===== src/hdl/rie_pkg.sv =====
// shared types and format codes for the immediate extract and deposit unit
package rie_pkg;

	// format selector carried in tuser
	typedef enum logic [3:0] {
		OP_SR3   = 4'd0,
		OP_LD5   = 4'd1,
		OP_ST5   = 4'd2,
		OP_BRK5  = 4'd3,
		OP_SM5   = 4'd4,
		OP_IM11  = 4'd5,
		OP_IM14  = 4'd6,
		OP_IM21  = 4'd7,
		OP_BR12  = 4'd8,
		OP_BR17  = 4'd9,
		OP_DEP14 = 4'd10,
		OP_DEP21 = 4'd11
	} rie_op_t;

	localparam int unsigned WORD_W = 32;
	localparam int unsigned OP_W   = 4;

	typedef logic [WORD_W-1:0] rie_word_t;

endpackage


===== src/hdl/rie_field_unit.sv =====
// combinational field extract and deposit logic for one item
module rie_field_unit (
	input  logic [3:0]  op,
	input  logic [31:0] word,
	input  logic [31:0] operand,
	output logic [31:0] value
);
	import rie_pkg::*;

	rie_op_t   op_e;
	rie_word_t w;
	rie_word_t d;

	assign op_e = rie_op_t'(op);
	assign w    = word;
	assign d    = operand;

	// select the result for the given format
	always_comb begin
		case (op_e)
			OP_SR3:   value = {29'd0, w[13], w[15:14]};
			OP_LD5:   value = {{28{w[16]}}, w[20:17]};
			OP_ST5:   value = {{28{w[0]}}, w[4:1]};
			OP_BRK5:  value = {27'd0, w[4:0]};
			OP_SM5:   value = {27'd0, w[20:16]};
			OP_IM11:  value = {{22{w[0]}}, w[10:1]};
			OP_IM14:  value = {{19{w[0]}}, w[13:1]};
			// scattered left immediate, reassembled then shifted by 11
			OP_IM21:  value = {w[0], w[11:1], w[15:14], w[20:16], w[13:12], 11'd0};
			// scrambled branch displacements, sign from bit 0, scaled by 4
			OP_BR12:  value = {{18{w[0]}}, w[0], w[2], w[12:3], 2'b00};
			OP_BR17:  value = {{13{w[0]}}, w[0], w[20:16], w[2], w[12:3], 2'b00};
			// low-sign 14-bit encoding ored into the word
			OP_DEP14: value = w | {18'd0, d[12:0], 1'b0} | {31'd0, d[31]};
			// scattered 21-bit encoding ored into the word
			OP_DEP21: value = w | {11'd0, d[6:2], d[8:7], d[1:0], d[19:9], d[20]};
			default:  value = '0;
		endcase
	end

endmodule


===== src/hdl/risc_immediate_extract_deposit_unit.sv =====
// top level: input register, field logic and output register on a stream interface
// path: an accepted item is registered in the input stage, then passes the field logic
// into the output register, from which m_axis presents its result
// throughput: one item per cycle while m_axis_tready is high
// a stalled output holds its result while the input stage keeps one more item
// reset: arst_n clears both stage valid flags asynchronously; payload is not reset
module risc_immediate_extract_deposit_unit (
	input  logic        clk,
	input  logic        arst_n,
	input  logic        s_axis_tvalid,
	output logic        s_axis_tready,
	input  logic [63:0] s_axis_tdata,  // word [31:0], operand [63:32]
	input  logic [3:0]  s_axis_tuser,  // op [3:0]
	output logic        m_axis_tvalid,
	input  logic        m_axis_tready,
	output logic [31:0] m_axis_tdata   // value [31:0]
);
	import rie_pkg::*;

	logic        v_s1;
	logic [3:0]  op_s1;
	logic [31:0] word_s1;
	logic [31:0] operand_s1;
	logic        v_s2;
	logic [31:0] value_s2;
	logic [31:0] value_c;
	logic        adv2;
	logic        adv1;
	logic        in_acc;

	// stage advance control
	assign adv2          = !v_s2 || m_axis_tready;
	assign adv1          = !v_s1 || adv2;
	assign s_axis_tready = adv1;
	assign in_acc        = s_axis_tvalid && adv1;

	// input stage
	always_ff @(posedge clk or negedge arst_n) begin
		if (!arst_n) begin
			v_s1 <= 1'b0;
		end else if (adv1) begin
			v_s1 <= s_axis_tvalid;
		end
	end

	always_ff @(posedge clk) begin
		if (in_acc) begin
			op_s1      <= s_axis_tuser;
			word_s1    <= s_axis_tdata[31:0];
			operand_s1 <= s_axis_tdata[63:32];
		end
	end

	// field logic
	rie_field_unit u_field (
		.op      (op_s1),
		.word    (word_s1),
		.operand (operand_s1),
		.value   (value_c)
	);

	// output stage
	always_ff @(posedge clk or negedge arst_n) begin
		if (!arst_n) begin
			v_s2 <= 1'b0;
		end else if (adv2) begin
			v_s2 <= v_s1;
		end
	end

	always_ff @(posedge clk) begin
		if (adv2 && v_s1) begin
			value_s2 <= value_c;
		end
	end

	assign m_axis_tvalid = v_s2;
	assign m_axis_tdata  = value_s2;

`ifndef SYNTHESIS
	// an accepted item always lands in the input stage
	a_in_lands: assert property (@(posedge clk) disable iff (!arst_n)
		in_acc |=> v_s1)
		else $error("accepted item lost at input stage");

	// a result only appears after the input stage held an item
	a_out_from_s1: assert property (@(posedge clk) disable iff (!arst_n)
		$rose(v_s2) |-> $past(v_s1))
		else $error("result appeared without an item in the input stage");

	// a blocked input stage keeps its item
	a_s1_hold: assert property (@(posedge clk) disable iff (!arst_n)
		(v_s1 && !adv2) |=> (v_s1 && $stable(word_s1) && $stable(op_s1)))
		else $error("input stage item changed while blocked");
`endif

endmodule

===== config.mk =====
export PLATFORM = sky130hd
export DESIGN_NAME = risc_immediate_extract_deposit_unit
export DESIGN_NICKNAME = d
export VERILOG_FILES = /design/src/hdl/rie_pkg.sv /design/src/hdl/rie_field_unit.sv /design/src/hdl/risc_immediate_extract_deposit_unit.sv
export SDC_FILE = /design/constraint.sdc
export NUM_CORES = 1
export LEC_CHECK = 0
export ABC_AREA = 1
export CORE_MARGIN = 2
export CORE_UTILIZATION = 57
export CTS_BUF_LIST = sky130_fd_sc_hd__clkbuf_4 sky130_fd_sc_hd__clkbuf_8
export CTS_CLUSTER_SIZE = 14
export DETAILED_ROUTE_END_ITERATION = 8
export DONT_BUFFER_PORTS = 1
export PLACE_DENSITY = 0.7
export SYNTH_ARGS = -nofsm -noshare
export SYNTH_HDL_FRONTEND = slang
export SYNTH_HIERARCHICAL = 1
export SYNTH_SLANG_ARGS = --single-unit

===== constraint.sdc =====
create_clock -name clk -period 2.9 [get_ports clk]
set_clock_uncertainty 0.1 [all_clocks]
set_input_delay 0.435 -clock clk [delete_from_list [all_inputs] [get_ports clk]]
set_output_delay 0.435 -clock clk [all_outputs]
set_load 0.1 [all_outputs]

==> results.txt <==
The run finished with clean final reports. The final-layout fill cell count came out at 600. The area growth from synthesis to layout is 8.52%.

In this run the most critical hold path is launched from s_axis_tdata[37]. Using the TritonRoute via totals, the vias-per-cell ratio works out to 5.21. For this design, the slowest cell found on the critical path is sky130_fd_sc_hd__dfrtp_2.

After floorplanning, the core was divided into 31 placement rows. The clock sink total came out at 92. The utilization of the core after routing came out at between 60 and 70%.

The remaining number of nets flagged by the antenna check after routing came out at 0. The floorplan step defined a die boundary enclosing 8020 sq um. The clock tree buffer depth came out at 2. The critical path goes through nand3_4 > nand2_1 > clkinvlp_4 > buf_12. For this block, the initial DRC count from the detailed router was between 200 and 300.

The cell depth of the worst hold path is 0. In the layout the commonest cells are 150 x sky130_fd_sc_hd__nand2_1, 90 x sky130_fd_sc_hd__edfxtp_1, 50 x sky130_fd_sc_hd__inv_1, 43 x sky130_fd_sc_hd__nand3_1, 40 x sky130_fd_sc_hd__nor2_1. The final setup violation count is 0.

The count of non-filler cells in the finished layout came out at 537. The clock latency on the worst-skew pair came out at 0.37 ns. In this run the count of I/O pins placed on the die edge is between 100 and 150. The TritonCTS buffer count is 9. The number of buffer and inverter instances along the worst setup path is 2.

The number of nets produced by synthesis came out at around 500. For this run, the slowest stage of the critical path takes 0.76 ns. The number of cells traversed by the worst register-to-register path is 4. CTS placed an instance of sky130_fd_sc_hd__clkbuf_8 at the clock tree root. The maximum ir drop on the vdd rail is approximately 0.38 mV.

STA puts the critical path data required time at 2.90 ns. Routability-driven placement finished with a final weighted congestion of between 0.8 and 0.9. The number of input and output port buffers inserted came out at 0. Data arrives at the worst endpoint at 2.18 ns. The worst hold path terminates at operand_s1[5]. The count of max-cap constraint violations came out at 0. The number of hold buffers added after CTS came out at 1. The starting density of the core is about three fifths. Global routing consumed, over all layers together, 22.8% of the routing resources. STA classifies the critical path endpoint as a register. The worst path in the final design needs a cycle of 2.18 ns, including I/O delays and setup.

The transition time at the pin with the least slew margin is 0.937 ns. Total power for the finished layout comes to between 3 and 4 mW. For this block, the via count after detailed routing is 2799.

The total count of max-transition violations in the final report came out at 0. The power per cell area came out at 685 nW/um^2. Entering global routing, the biggest net connects 37 pins. The area of the core is 7180 sq um. Among cell families on the critical path, the largest total delay comes from buffers and inverters.

The final hold violation count came to 0. The share of the clock period used by the worst path after layout is between 70% and 80%. In this run the worst setup path begins at m_axis_tvalid.

In the final design database the tool counted roughly 500 nets. The worst-case headroom to the max-slew limit is 37.6%. The min-delay analysis places its worst path in the category input pin to register.

The internal reg-to-reg setup slack is 0.72 ns. The number of buffers inserted by post-CTS setup repair came out at 0. The maximum level of the CTS H-tree came out at 3. The total number of yosys warnings is 6. The die span in x is 89.5 um. The worst setup path is launched from a register. The via count of the first global-routing pass came out at 2567. The number of placed cells counting well taps is 520. The final design area excluding fillers is 4530 sq um. By startpoint and endpoint, the worst setup path is classified as register to register.

The die height is 89.5 um. For this design the static power due to leakage is just under 2 nW. The first-pass GRT wire length came out at 13.0 mm. The length of the first detailed-routing pass in iterations came out at 5. Dividing the detail-routed wire length by the instance count gives 15.9 um.

For the final routed database, the setup TNS stands at 0 ns. The netlist area before placement came out at 4170 sq um. The worst register-to-register path ends at operand_s1[12]. The area after detailed placement came out at around 4300 sq um. The maximum fanout along the worst path is 36.

In this run the critical register-to-register path is launched from m_axis_tvalid. The post-detailed-routing wire length came out at 8.56 mm. The number of standard cells after synthesis came out at 424. The total global routing overflow came out at 0. Setup repair after global routing left no endpoint under its margin. The number of resized instances in the post-cts repair step is 0. The library cell used most frequently in the layout, excluding fill and tap cells, is sky130_fd_sc_hd__nand2_1. The number of antenna violations at the first check in global routing came out at 0. The clock-pin transition on the worst setup and hold timing paths came out at 0.10 ns. The number of antenna diodes came out at 0. The fraction of final layout cells with drive strength greater than 1 is 9.82%. The total half-perimeter wirelength after legalization and detailed placement came out at 6.11 mm.

The DRC violation count after routing came out at 0. The CTS tree is done. The highest attainable clock frequency is 459 MHz. Each instance of the synthesized netlist takes up on average 9.84 sq um.
-- where the power goes --
group,switching [mW],internal (mW)
clock,0.452,0.417
sequential,0.410,1.60
combinational,0.163,0.0620
-- state kept, by name (all words and copies together) (netlist names) --
register and cells:
v_s1 1, op_s1 4, m_axis_tvalid 1, word_s1 32
operand_s1 22, m_axis_tdata 32
-- worst max path at each step --
stage                     depth (start not counted)  slack, ns              to
final                                             4       0.72  operand_s1[12]
after CTS                                         4       0.74  operand_s1[12]
after detailed placement                          4       0.75  operand_s1[12]
after global routing                              4       0.59        op_s1[0]
after floorplan                                   3       0.22        op_s1[0]
after global placement                            4       0.76     word_s1[14]
-- layout make-up --
cell class              instances  area (sq um)  share of cell area (%)
clock buffers                  10           131                    2.90
flip-flops and latches         92          2750                    60.9
multi-input cells             270          1180                    26.0
well taps                      99           124                    2.74
clock inverters                 6          72.6                    1.60
inverters                      54           206                    4.56
repair buffers                  6          60.1                    1.33
-- through the flow --
stage	setup slack [ns]	hold slack [ns]
floorplan	0.223	0.0394
global placement	0.763	0.0395
detailed placement	0.749	0.0395
CTS	0.736	0.0462
global route	0.588	0.0337
finish	0.724	0.0525
-- routing by layer --
layer | GRT usage [%] | up-vias | share of wire [%]
li1 | - | 1394 | -
met1 | 32.1 | 1267 | 45
met2 | 34.7 | 124 | 47
met3 | 4.34 | 14 | 5.6
met4 | 9.91 | 0 | 1.7
met5 | 0 | - | 0
Power figures use the tool's default switching activity.
